<file path="src/hw/rtl/mbhr_pkg.sv">
// ---------------------------------------------------------------------------
// mbhr_pkg
// Shared types and constants for the holding-register server.
// ---------------------------------------------------------------------------
package mbhr_pkg;

  localparam int HOLD_REGS_DEF = 128;
  localparam int HDR_DEPTH     = 10;

  // function codes
  localparam logic [7:0] FC_READ    = 8'h03;
  localparam logic [7:0] FC_WSINGLE = 8'h06;
  localparam logic [7:0] FC_WMUL    = 8'h10;
  localparam logic [7:0] FC_RW      = 8'h17;
  localparam logic [7:0] FC_EXC     = 8'h80;

  // count limits
  localparam logic [15:0] CNT_MIN      = 16'h0001;
  localparam logic [15:0] READ_CNT_MAX = 16'h007D;
  localparam logic [15:0] WMUL_CNT_MAX = 16'h0078;
  localparam logic [15:0] RW_WCNT_MAX  = 16'h0079;

  // exception codes
  localparam logic [1:0] ERR_NONE      = 2'd0;
  localparam logic [1:0] ERR_ILL_FUNC  = 2'd1;
  localparam logic [1:0] ERR_ILL_ADDR  = 2'd2;
  localparam logic [1:0] ERR_ILL_VALUE = 2'd3;

  // configuration register indexes
  localparam logic CFG_WINDOW_START = 1'b0;
  localparam logic CFG_WINDOW_COUNT = 1'b1;

  typedef enum logic [2:0] {
    ST_CLEAR,
    ST_IDLE,
    ST_REQ,
    ST_FRD,
    ST_FOUT
  } state_t;

  typedef struct packed {
    logic clear_en;
    logic capture;
    logic do_req;
    logic do_read;
    logic do_fetch;
  } ctrl_cmd_t;

  typedef struct packed {
    logic clear_last;
    logic out_free;
  } ctrl_status_t;

endpackage

</file>
<file path="src/hw/rtl/modbus_holding_register_slave.sv">
// ---------------------------------------------------------------------------
// modbus_holding_register_slave
// Holding-register server for functions 03h, 06h, 10h and 17h at PDU level.
// ---------------------------------------------------------------------------
// After reset the block sweeps the register file to zero, one word per
// cycle, and holds in_stall high meanwhile. A request byte is then
// accepted, then parsed with at most one register file write. A fetch is
// accepted, the register file is read, and the word is formatted into the
// output register once that register is no longer blocked. The sequencer
// handles one word at a time. Configuration is written through cfg_we.
module modbus_holding_register_slave #(
  parameter int HOLD_REGS = mbhr_pkg::HOLD_REGS_DEF
) (
  input  logic        clk,
  input  logic        rst,
  input  logic        cfg_we,
  input  logic        cfg_index,
  input  logic [15:0] cfg_data,
  input  logic        in_valid,
  output logic        in_stall,
  input  logic        cmd,
  input  logic [7:0]  pdu_byte,
  input  logic        pdu_last,
  output logic        out_valid,
  input  logic        out_stall,
  output logic [7:0]  resp_byte,
  output logic        resp_last,
  output logic        resp_empty
);

  mbhr_pkg::ctrl_cmd_t    ctl;
  mbhr_pkg::ctrl_status_t status;

  mbhr_ctrl u_ctrl (
    .clk      (clk),
    .rst      (rst),
    .in_valid (in_valid),
    .cmd      (cmd),
    .in_stall (in_stall),
    .status   (status),
    .ctl      (ctl)
  );

  mbhr_dp #(
    .HOLD_REGS (HOLD_REGS)
  ) u_dp (
    .clk        (clk),
    .rst        (rst),
    .ctl        (ctl),
    .status     (status),
    .cfg_we     (cfg_we),
    .cfg_index  (cfg_index),
    .cfg_data   (cfg_data),
    .pdu_byte   (pdu_byte),
    .pdu_last   (pdu_last),
    .out_valid  (out_valid),
    .out_stall  (out_stall),
    .resp_byte  (resp_byte),
    .resp_last  (resp_last),
    .resp_empty (resp_empty)
  );

endmodule

</file>
<file path="src/hw/rtl/mbhr_ctrl.sv">
// ---------------------------------------------------------------------------
// mbhr_ctrl
// Sequencer: register file clearing pass, then one word at a time.
// ---------------------------------------------------------------------------
module mbhr_ctrl (
  input  logic                  clk,
  input  logic                  rst,
  input  logic                  in_valid,
  input  logic                  cmd,
  output logic                  in_stall,
  input  mbhr_pkg::ctrl_status_t status,
  output mbhr_pkg::ctrl_cmd_t    ctl
);

  mbhr_pkg::state_t state, state_next;

  always_ff @(posedge clk) begin
    if (rst) begin
      state <= mbhr_pkg::ST_CLEAR;
    end else begin
      state <= state_next;
    end
  end

  always_comb begin
    state_next = state;
    ctl        = '0;
    in_stall   = 1'b1;
    case (state)
      mbhr_pkg::ST_CLEAR: begin
        ctl.clear_en = 1'b1;
        if (status.clear_last) begin
          state_next = mbhr_pkg::ST_IDLE;
        end
      end
      mbhr_pkg::ST_IDLE: begin
        in_stall = 1'b0;
        if (in_valid) begin
          ctl.capture = 1'b1;
          state_next  = cmd ? mbhr_pkg::ST_FRD : mbhr_pkg::ST_REQ;
        end
      end
      mbhr_pkg::ST_REQ: begin
        ctl.do_req = 1'b1;
        state_next = mbhr_pkg::ST_IDLE;
      end
      mbhr_pkg::ST_FRD: begin
        ctl.do_read = 1'b1;
        state_next  = mbhr_pkg::ST_FOUT;
      end
      mbhr_pkg::ST_FOUT: begin
        // hold until the output register can take the word
        if (status.out_free) begin
          ctl.do_fetch = 1'b1;
          state_next   = mbhr_pkg::ST_IDLE;
        end
      end
      default: begin
        state_next = mbhr_pkg::ST_IDLE;
      end
    endcase
  end

endmodule

</file>
<file path="src/hw/rtl/mbhr_dp.sv">
// ---------------------------------------------------------------------------
// mbhr_dp
// Request parsing, register file, response formatting and output register.
// ---------------------------------------------------------------------------
module mbhr_dp #(
  parameter int HOLD_REGS = mbhr_pkg::HOLD_REGS_DEF
) (
  input  logic                   clk,
  input  logic                   rst,
  input  mbhr_pkg::ctrl_cmd_t    ctl,
  output mbhr_pkg::ctrl_status_t status,
  input  logic                   cfg_we,
  input  logic                   cfg_index,
  input  logic [15:0]            cfg_data,
  input  logic [7:0]             pdu_byte,
  input  logic                   pdu_last,
  output logic                   out_valid,
  input  logic                   out_stall,
  output logic [7:0]             resp_byte,
  output logic                   resp_last,
  output logic                   resp_empty
);

  localparam int          AW      = (HOLD_REGS > 1) ? $clog2(HOLD_REGS) : 1;
  localparam logic [16:0] DEPTH17 = 17'(HOLD_REGS);
  localparam logic [AW-1:0] LAST_ADDR = AW'(HOLD_REGS - 1);
  localparam int          HD      = mbhr_pkg::HDR_DEPTH;

  // configuration
  logic [15:0] window_start;
  logic [7:0]  window_count;
  logic [7:0]  eff_count;

  // request/response state
  logic [7:0]  hdr [HD];
  logic [7:0]  req_index;
  logic [15:0] wp;
  logic [7:0]  phb;
  logic [1:0]  err;
  logic [7:0]  rsp_index;
  logic        pending;

  // captured word
  logic [7:0]  b_q;
  logic        last_q;

  // register file
  logic [15:0]   mem [HOLD_REGS];
  logic [AW-1:0] clr_addr;
  logic          mem_we;
  logic [AW-1:0] mem_waddr;
  logic [15:0]   mem_wdata;
  logic [15:0]   rdata;
  logic          rd_ok;

  // request step
  logic [7:0]  hdr_n [HD];
  logic [7:0]  req_index_n;
  logic [15:0] wp_n;
  logic [7:0]  phb_n;
  logic [1:0]  err_n;
  logic [7:0]  rsp_index_n;
  logic        pending_n;
  logic        req_we;
  logic [15:0] req_waddr;
  logic [15:0] req_wdata;

  function automatic logic in_window(input logic [15:0] addr, input logic [15:0] cnt,
                                     input logic [15:0] ws, input logic [7:0] eff);
    logic [17:0] lo;
    logic [17:0] hi;
    lo = {2'b0, addr} + {2'b0, cnt};
    hi = {2'b0, ws} + {10'b0, eff};
    return (addr >= ws) && (lo <= hi);
  endfunction

  assign eff_count = ({24'b0, window_count} > 32'(HOLD_REGS)) ? 8'(HOLD_REGS) : window_count;

  always_ff @(posedge clk) begin
    if (rst) begin
      window_start <= '0;
      window_count <= 8'd128;
    end else if (cfg_we) begin
      if (cfg_index == mbhr_pkg::CFG_WINDOW_START) begin
        window_start <= cfg_data;
      end else begin
        window_count <= cfg_data[7:0];
      end
    end
  end

  always_ff @(posedge clk) begin
    if (ctl.capture) begin
      b_q    <= pdu_byte;
      last_q <= pdu_last;
    end
  end

  always_comb begin
    logic        first;
    logic [7:0]  fc;
    logic [3:0]  hlen;
    logic [15:0] w1, w3, w5, w7, wcnt;
    logic [8:0]  idx1;
    logic [7:0]  d;
    first = (req_index == 8'd0);
    for (int k = 0; k < HD; k++) begin
      hdr_n[k] = first ? 8'd0 : hdr[k];
    end
    if (req_index < 8'(HD)) begin
      hdr_n[req_index[3:0]] = b_q;
    end
    fc = hdr_n[0];
    case (fc)
      mbhr_pkg::FC_READ:    hlen = 4'd5;
      mbhr_pkg::FC_WSINGLE: hlen = 4'd5;
      mbhr_pkg::FC_WMUL:    hlen = 4'd6;
      mbhr_pkg::FC_RW:      hlen = 4'd10;
      default:              hlen = 4'd1;
    endcase
    w1 = {hdr_n[1], hdr_n[2]};
    w3 = {hdr_n[3], hdr_n[4]};
    w5 = {hdr_n[5], hdr_n[6]};
    w7 = {hdr_n[7], hdr_n[8]};
    wcnt = (fc == mbhr_pkg::FC_WMUL) ? w3 : w7;
    idx1 = {1'b0, req_index} + 9'd1;
    d    = req_index - {4'b0, hlen};

    err_n = err;
    if (first) begin
      if (b_q != mbhr_pkg::FC_READ && b_q != mbhr_pkg::FC_WSINGLE &&
          b_q != mbhr_pkg::FC_WMUL && b_q != mbhr_pkg::FC_RW) begin
        err_n = mbhr_pkg::ERR_ILL_FUNC;
      end else begin
        err_n = mbhr_pkg::ERR_NONE;
      end
    end
    wp_n        = first ? 16'd0 : wp;
    phb_n       = first ? 8'd0 : phb;
    rsp_index_n = first ? 8'd0 : rsp_index;
    pending_n   = first ? 1'b0 : pending;
    req_we      = 1'b0;
    req_waddr   = wp_n;
    req_wdata   = {phb_n, b_q};

    if (err_n == mbhr_pkg::ERR_NONE) begin
      if (idx1 == {5'b0, hlen}) begin
        case (fc)
          mbhr_pkg::FC_READ: begin
            if (w3 < mbhr_pkg::CNT_MIN || w3 > mbhr_pkg::READ_CNT_MAX) begin
              err_n = mbhr_pkg::ERR_ILL_VALUE;
            end else if (!in_window(w1, w3, window_start, eff_count)) begin
              err_n = mbhr_pkg::ERR_ILL_ADDR;
            end
          end
          mbhr_pkg::FC_WSINGLE: begin
            if (!in_window(w1, 16'd1, window_start, eff_count)) begin
              err_n = mbhr_pkg::ERR_ILL_ADDR;
            end else begin
              req_we    = 1'b1;
              req_waddr = w1 - window_start;
              req_wdata = w3;
            end
          end
          mbhr_pkg::FC_WMUL: begin
            if (w3 < mbhr_pkg::CNT_MIN || w3 > mbhr_pkg::WMUL_CNT_MAX ||
                {9'b0, hdr_n[5]} != {w3, 1'b0}) begin
              err_n = mbhr_pkg::ERR_ILL_VALUE;
            end else if (!in_window(w1, w3, window_start, eff_count)) begin
              err_n = mbhr_pkg::ERR_ILL_ADDR;
            end else begin
              wp_n = w1 - window_start;
            end
          end
          default: begin
            if (w3 < mbhr_pkg::CNT_MIN || w3 > mbhr_pkg::READ_CNT_MAX ||
                w7 < mbhr_pkg::CNT_MIN || w7 > mbhr_pkg::RW_WCNT_MAX ||
                {9'b0, hdr_n[9]} != {w7, 1'b0}) begin
              err_n = mbhr_pkg::ERR_ILL_VALUE;
            end else if (!in_window(w1, w3, window_start, eff_count) ||
                         !in_window(w5, w7, window_start, eff_count)) begin
              err_n = mbhr_pkg::ERR_ILL_ADDR;
            end else begin
              wp_n = w5 - window_start;
            end
          end
        endcase
      end else if (req_index >= {4'b0, hlen} &&
                   (fc == mbhr_pkg::FC_WMUL || fc == mbhr_pkg::FC_RW)) begin
        if ({9'b0, d[7:1]} < wcnt) begin
          if (!d[0]) begin
            phb_n = b_q;
          end else begin
            req_we    = 1'b1;
            req_waddr = wp_n;
            req_wdata = {phb_n, b_q};
            wp_n      = wp_n + 16'd1;
          end
        end
      end
    end

    req_index_n = (req_index == 8'hFF) ? req_index : req_index + 8'd1;

    if (last_q) begin
      if (err_n == mbhr_pkg::ERR_NONE && idx1 < {5'b0, hlen}) begin
        err_n = mbhr_pkg::ERR_ILL_VALUE;
      end
      if (err_n == mbhr_pkg::ERR_NONE && (fc == mbhr_pkg::FC_READ || fc == mbhr_pkg::FC_RW)) begin
        wp_n = w1 - window_start;
      end
      req_index_n = 8'd0;
      rsp_index_n = 8'd0;
      pending_n   = 1'b1;
    end
  end

  // register file write port: clearing pass or request write
  always_comb begin
    mem_we    = 1'b0;
    mem_waddr = clr_addr;
    mem_wdata = 16'd0;
    if (ctl.clear_en) begin
      mem_we = 1'b1;
    end else if (ctl.do_req && req_we && ({1'b0, req_waddr} < DEPTH17)) begin
      mem_we    = 1'b1;
      mem_waddr = req_waddr[AW-1:0];
      mem_wdata = req_wdata;
    end
  end

  assign status.clear_last = (clr_addr == LAST_ADDR);

  always_ff @(posedge clk) begin
    if (rst) begin
      clr_addr <= '0;
    end else if (ctl.clear_en) begin
      clr_addr <= clr_addr + AW'(1);
    end
  end

  // response read address
  logic [7:0]  im2;
  logic [16:0] rd_sum;
  assign im2    = rsp_index - 8'd2;
  assign rd_sum = {1'b0, wp} + {10'b0, im2[7:1]};

  always_ff @(posedge clk) begin
    if (mem_we) begin
      mem[mem_waddr] <= mem_wdata;
    end
    if (ctl.do_read) begin
      rdata <= mem[rd_sum[AW-1:0]];
      rd_ok <= (rd_sum < DEPTH17);
    end
  end

  // response formatting
  logic [17:0] rsp_len;
  logic        rsp_end;
  logic [7:0]  rsp_b;
  logic [15:0] rword;
  logic [15:0] hw3;

  assign hw3   = {hdr[3], hdr[4]};
  assign rword = rd_ok ? rdata : 16'd0;

  always_comb begin
    if (err != mbhr_pkg::ERR_NONE) begin
      rsp_len = 18'd2;
    end else if (hdr[0] == mbhr_pkg::FC_READ || hdr[0] == mbhr_pkg::FC_RW) begin
      rsp_len = 18'd2 + {1'b0, hw3, 1'b0};
    end else begin
      rsp_len = 18'd5;
    end
    rsp_end = ({10'b0, rsp_index} + 18'd1) >= rsp_len;

    if (err != mbhr_pkg::ERR_NONE) begin
      rsp_b = (rsp_index == 8'd0) ? (hdr[0] | mbhr_pkg::FC_EXC) : {6'b0, err};
    end else if (hdr[0] == mbhr_pkg::FC_WSINGLE || hdr[0] == mbhr_pkg::FC_WMUL) begin
      if (rsp_index == 8'd0) begin
        rsp_b = hdr[0];
      end else if (rsp_index < 8'd5) begin
        rsp_b = hdr[rsp_index[3:0]];
      end else begin
        rsp_b = 8'd0;
      end
    end else if (rsp_index == 8'd0) begin
      rsp_b = hdr[0];
    end else if (rsp_index == 8'd1) begin
      rsp_b = {hw3[6:0], 1'b0};
    end else begin
      rsp_b = rsp_index[0] ? rword[7:0] : rword[15:8];
    end
  end

  // state update
  always_ff @(posedge clk) begin
    if (rst) begin
      for (int k = 0; k < HD; k++) begin
        hdr[k] <= 8'd0;
      end
      req_index <= '0;
      wp        <= '0;
      phb       <= '0;
      err       <= mbhr_pkg::ERR_NONE;
      rsp_index <= '0;
      pending   <= 1'b0;
    end else if (ctl.do_req) begin
      hdr       <= hdr_n;
      req_index <= req_index_n;
      wp        <= wp_n;
      phb       <= phb_n;
      err       <= err_n;
      rsp_index <= rsp_index_n;
      pending   <= pending_n;
    end else if (ctl.do_fetch && pending) begin
      if (rsp_end) begin
        pending   <= 1'b0;
        rsp_index <= 8'd0;
      end else begin
        rsp_index <= rsp_index + 8'd1;
      end
    end
  end

  // output register
  assign status.out_free = !out_valid || !out_stall;

  always_ff @(posedge clk) begin
    if (rst) begin
      out_valid <= 1'b0;
    end else if (ctl.do_fetch) begin
      out_valid <= 1'b1;
    end else if (!out_stall) begin
      out_valid <= 1'b0;
    end
  end

  always_ff @(posedge clk) begin
    if (ctl.do_fetch) begin
      resp_byte  <= pending ? rsp_b : 8'd0;
      resp_last  <= pending && rsp_end;
      resp_empty <= !pending;
    end
  end

  a_fetch_free: assert property (@(posedge clk) disable iff (rst)
    ctl.do_fetch |-> (!out_valid || !out_stall))
    else $error("fetch word loaded while output register blocked");

  a_last_pends: assert property (@(posedge clk) disable iff (rst)
    (ctl.do_req && last_q) |=> (pending && req_index == 8'd0 && rsp_index == 8'd0))
    else $error("final request byte did not arm the response");

  a_no_write_on_fetch: assert property (@(posedge clk) disable iff (rst)
    (ctl.do_read || ctl.do_fetch) |-> !mem_we)
    else $error("register file written during a fetch");

endmodule
</file>
<file path="config.mk">
export PLATFORM = sky130hd
export DESIGN_NAME = modbus_holding_register_slave
export DESIGN_NICKNAME = d
export VERILOG_FILES = /design/src/hw/rtl/mbhr_pkg.sv /design/src/hw/rtl/modbus_holding_register_slave.sv /design/src/hw/rtl/mbhr_ctrl.sv /design/src/hw/rtl/mbhr_dp.sv
export SDC_FILE = /design/constraint.sdc
export NUM_CORES = 2
export LEC_CHECK = 0
export BUFFER_PORTS_ARGS = -buffer_cell sky130_fd_sc_hd__buf_2
export CAP_MARGIN = 5
export CORE_MARGIN = 4
export CORE_UTILIZATION = 45
export CTS_BUF_LIST = sky130_fd_sc_hd__clkbuf_16
export CTS_CLUSTER_SIZE = 8
export DETAILED_ROUTE_END_ITERATION = 8
export PLACE_DENSITY = 0.66
export SETUP_SLACK_MARGIN = 0.05
export SLEW_MARGIN = 20
export SYNTH_ARGS = -nofsm -noshare
export SYNTH_HDL_FRONTEND = slang
export SYNTH_HIERARCHICAL = 1
export SYNTH_SLANG_ARGS = --single-unit
</file>
<file path="constraint.sdc">
create_clock -name clk -period 28 [get_ports clk]
set_clock_uncertainty 0.2 [all_clocks]
set_input_delay 2.8 -clock clk [delete_from_list [all_inputs] [get_ports clk]]
set_output_delay 2.8 -clock clk [all_outputs]
set_load 0.02 [all_outputs]
</file>
After elaboration in Yosys (flattened, before gate mapping) --
Memories as Yosys holds them, arrays and structs flattened. A register that Yosys moved wholly into a read port is not among the register bits. Cells that the tools add are included.
Storage, ports and cells: flip-flop bits (word level) 178, memory bits (writable) 2048, memories kept 1, input port bits 32, latch bits 0, memory bits (read-only) 0, output and inout port bits 12, logic and storage cells 258
Memories:
- u_dp.mem | depth 128, width 16, read ports 1, clocked after Yosys merged registers in 1, write ports 1, RTL line mbhr_dp.sv:48 | logic [15:0] mem [HOLD_REGS];
Operators by class: mux-type cells 114, reduce and logical (&&, ||, !) cells 47, add/subtract/negate cells 16, shifts and indexed selects 0, order comparisons 22, bitwise gates (word level) 3, div/mod/pow operators 0, eq/ne operators 28, multiply operators 0
Operator list (number):
- 16-bit 2-to-1 mux | 24
- 8-bit 2-to-1 mux | 35
- 80-bit bitwise mux | 1
- 80-bit 2-to-1 mux | 1
- 18-bit <= comparator | 3
- 16-bit by 7-bit > comparator with 1-bit output (second input constant) | 3
- 18-bit 2-to-1 mux | 2
- 16-bit by 16-bit adder with 17-bit output | 2
- 8-bit by 17-bit inequality test with 1-bit output | 2
- 8-bit binary-select mux with 4-bit select | 1
- 8-bit demux with 4-bit select | 1
- 8-bit by 5-bit == test with 1-bit output (second input constant) | 4
- 16-bit greater-or-equal comparator | 2
- 16-bit by 1-bit less-than comparator with 1-bit output (second input constant) | 2
- 16-bit one-hot mux with 2 select lines | 1
- 16-bit subtractor | 2
- 1-bit 2-to-1 mux | 28
- 2-bit 2-to-1 mux | 12
- 2-bit by 17-bit adder with 18-bit output (first input constant) | 1
- 8-bit by 1-bit adder with 9-bit output (second input constant) | 2
- 18-bit greater-or-equal comparator | 1
- 16-bit by 1-bit adder with 17-bit output (second input constant) | 1
- 16-bit by 7-bit adder with 17-bit output | 1
- 16-bit by 8-bit adder with 17-bit output | 1
- other kinds (47) | 97

Logic depth before layout (Yosys ltp) --
depth in word-level cells 25, depth in mapped cells 38, gate-level depth less buffers 31

Hierarchy --
Netlist, hierarchy kept.
By module, submodules not included:
- mbhr_dp | instances 1, area each 96154.7 um^2, sequential area each 65683.0 um^2, cells each 5433
- mbhr_ctrl | instances 1, area each 186.4 um^2, sequential area each 60.1 um^2, cells each 20

Worst setup path after synthesis --
Ideal clock, no wire load.
kind reg-to-reg, from reg u_dp.req_index[1], to mem u_dp.mem[0][2], data pin, clock period less this slack 12.140 ns, library setup time 1.228 ns, data arrival time 10.712 ns, setup slack 15.860 ns, buffers on the path 4, data required time 26.572 ns, cell stages (with the launch flop) 27, path through dfxtp_1 > inv_1 > ha_1 > buf_4 > nor3b_1 > nand2_1 > clkbuf_1 > clkbuf_1 > and3_1 > a21oi_1 > inv_1 > ha_1 > nand2_1 > nor2_1 > xor2_1 > ha_1 > a21o_1 > a21oi_1 > a21oi_1 > o41ai_1 > o311ai_0 > a2111oi_2 > nand3_1 > nand2_1 > o21ai_0 > clkbuf_1 > a211oi_1
RTL lines:
- start, declared | RTL line mbhr_dp.sv:36 | logic [7:0] req_index;
- start signal, assigned | RTL line mbhr_dp.sv:311 | req_index <= req_index_n;
- end, declared | RTL line mbhr_dp.sv:48

==> metrics <==
Slowest cell on crit path nor3b_1; gpl congestion 0.962; clk slew on worst S/H paths 0.05 ns; CTS buffer count 333; Setup CP Type register to register; power per cell area 65.4 nW/um^2; Synth cell types 92; grt total ovfl 0; Syn Nets 5,659; Async S/R FF share, synth 0; max incr delay on CP 0.63 ns; Psw 1.39 mW; Clock Path Buffers 4; Final #Nets 5,936; layout cells sized above 1 0.247; DP Wirelength 168,000 um; area delta synth->final 14.0%; crit-path most repeated cell a21oi_1; Maximum Capacitance Violations 0; Ys Warns 6; register area 65,700 um^2; FILL cells 16,700; startpoint types register; Worst Path Max Fanout 20; # IOs 44; ys flop type edfxtp_1; fin crit share 0.347; worst min-delay path class register to register; multi-input logic area 29,500 um^2; Final Power 7.18 mW; Comb power frac 0.013; WP data arrival 10.25 ns; DR vias/cell 6.30; VDD IR max 0.0552 mV; Skew-Pair Late Insertion Delay 0.92 ns; status finished clean; Final Max Slew Viols 0; Initial Utilization 0.453; FMAX 0.103 GHz; Buf/Inv on CP 3; Sum Neg Setup Slack 0 ns; dpl cell area 101,000 um^2; CP top delay family compound AO/OA/AOI/OAI gates; Sink Count 2,242; hold buffer count at CTS 0; pin count of the biggest net entering global routing 123; synthesized area 96,300 um^2; internal power 5.79 mW; WP data required 28.55 ns; Slew Limit Headroom 0.269; Syn Inst Count 5,453; vias in the first global route 53,300; PostCTS Resize Cnt 0; H-tree level count 5; Initial DRC Count 7,062; slew of the pin with the lowest slew margin 1.10 ns; #FFs+latches synth 2,242; leakage 37.7 nW; Chip Width 471 um; Sw Ratio 0.194; DRT Pass-1 Iters 6; Post-Syn Area per Cell 17.7 um^2; final wirelength 266,000 um; root buffer cell clkbuf_16; crit end category register; # rows 169; first-pass GRT wire length 384,000 um; Clock power frac 0.482; final setup fails 0; WL per Instance 30.8 um; overall global routing resource usage 0.237; design area 110,000 um^2; initial antenna violation count 15; DR vias 54,300; minimum clock period 9.70 ns; Fin. Hold Viols 0; sequential power share 0.505; setup bufs post-CTS 0; # port buffers 43; CTS tree done; core area 213,000 um^2; Post-synth EDFFs 2,084; # DRC 0; RSZ-0062 raised after global routing false; antenna-violating nets left 0; Die Area 222,000 um^2; die height 471 um; post-synthesis sequential area ratio 0.682
-- power by group through the flow --
stage / sequential (mW) / combinational [mW] / clock [mW]
5_1_grt: 3.63 / 0.0997 / 3.68
6_report: 3.63 / 0.0944 / 3.46
3_5_place_dp: 3.69 / 0.0914 / 0
3_3_place_gp: 3.69 / 0.0911 / 0
4_1_cts: 3.63 / 0.0921 / 3.53
2_1_floorplan: 3.69 / 0.0550 / 0
-- cell families (layout without fill, tap and decap cells) --
| logic type | after synthesis | count (layout) | share of synthesized area |
|---|---|---|---|
| AOI/OAI and AO/OA | 671 | 671 | 0.0465 |
| xor gates and xnor gates | 130 | 130 | 0.0118 |
| adders and majority gates | 176 | 176 | 0.0234 |
| buffers and inverters | 408 | 747 | 0.0165 |
| DFF | 2242 | 2242 | 0.682 |
| muxes | 733 | 733 | 0.164 |
| other | 0 | 2 | 0 |
| and+or+nand+nor | 1093 | 1093 | 0.0553 |
-- stage by stage --
stage	hold WS (ns)	setup WS, ns	util	std cells
4_1_cts	0.255	18.30	0.517	8612
5_1_grt	0.277	17.69	0.517	8613
2_1_floorplan	0.232	15.86	-	5453
3_5_place_dp	0.247	18.29	0.475	8215
6_report	0.252	18.30	0.517	8615
3_3_place_gp	0.240	18.54	0.475	8215
-- layer usage --
layer	up-vias	share of wire	GRT usage
li1	22600	-	-
met1	28500	0.41	0.343
met2	2683	0.46	0.363
met3	437	0.090	0.0458
met4	4	0.035	0.0813
met5	-	0.000083	0
-- final timing paths --
kind / slack [ns] / endpoint / start / cells past startpoint
setup reg to reg: 18.30 / u_dp/wp[9] / u_dp/req_index[1] / 29
hold reg to reg: 0.25 / u_dp/window_count[4] / u_dp/window_count[4] / 2
setup / recovery: 18.30 / u_dp/wp[9] / u_dp/req_index[1] / 29
hold / removal: 0.25 / u_dp/window_count[4] / u_dp/window_count[4] / 2
-- sequential cells by signal (all words and copies together), names as in the netlist, 7 cells and up --
register and flops:
u_dp/window_count 8, u_dp/b_q 8, u_dp/wp 16, u_dp/rsp_index 8, u_dp/req_index 8, u_dp/clr_addr 7, u_dp/window_start 16, u_dp/resp_byte 8
u_dp/mem 2048, u_dp/hdr 80, u_dp/phb 8, u_dp/rdata 16
-- placed cells by master, fill, tap and decap left out, types with 13 or more instances in the layout --
| master | n |
|---|---|
| a22o_1 | 19 |
| xor2_1 | 45 |
| nor2b_1 | 31 |
| a31oi_1 | 27 |
| dfxtp_1 | 158 |
| nand3_1 | 80 |
| inv_1 | 143 |
| nand2b_1 | 39 |
| buf_2 | 42 |
| a21oi_1 | 190 |
| nor3_1 | 53 |
| clkbuf_16 | 343 |
| a211oi_1 | 54 |
| nand2_1 | 232 |
| mux2_2 | 30 |
| nor2_2 | 38 |
| o31ai_1 | 20 |
| a22oi_1 | 42 |
| mux2i_1 | 29 |
| ha_1 | 166 |
| and2_1 | 17 |
| and3_1 | 46 |
| nor3b_1 | 20 |
| xnor2_1 | 80 |
| o21ai_0 | 78 |
| nor2_4 | 17 |
| buf_4 | 200 |
| o211ai_1 | 13 |
| a21o_1 | 41 |
| mux4_2 | 674 |
| nand4_1 | 38 |
| nor4_1 | 31 |
| edfxtp_1 | 2084 |
| o21a_1 | 15 |
| or3_1 | 31 |
| o21ai_1 | 17 |
| a221oi_1 | 31 |
| nor2_1 | 343 |
-- worst reg2reg max path, delay by kind of cell (launching register included) --
kind,cells,cell delay (ns)
adders and majority gates,5,1.71
buffers and inverters,3,0.60
and+or+nand+nor,7,2.95
AOI/OAI and AO/OA,14,3.67
DFF,1,0.45
-- synthesized netlist by cell type, drive strengths merged (10+ instances only) --
library cell	number	area, um^2
and3	46	288
a21o	41	308
nand4	38	238
edfxtp	2084	62600
a21oi	199	996
nor2	398	1490
or3	31	194
o211ai	13	97.6
a221oi	31	272
a211oi	61	470
and4	10	87.6
a22o	19	166
nor4	36	262
nand3	80	400
or2	10	62.6
mux4	674	15200
o31ai	21	158
ha	167	2090
buf	87	385
xor2	46	403
nand2	233	875
a311oi	10	87.6
nor2b	32	200
clkbuf	220	827
a32oi	12	105
nor3b	21	158
and2	17	106
a22oi	42	315
xnor2	84	736
nor3	58	310
inv	99	372
o21bai	11	82.6
nand3b	12	90.1
mux2	30	338
dfxtp	158	3160
mux2i	29	290
a31oi	28	175
nand2b	40	258
o21ai	96	480
o21a	15	113
-- cell type report --
| cell class | instances | area share |
|---|---|---|
| flip-flops and latches | 2242 | 0.598 |
| repair buffers | 249 | 0.0168 |
| clock inverters | 54 | 0.00221 |
| well taps | 2821 | 0.0321 |
| inverters | 101 | 0.00345 |
| diodes | 2 | 0.0000456 |
| clock buffers | 343 | 0.0781 |
| multi-input cells | 2803 | 0.269 |
Power figures use the tool's default switching activity.
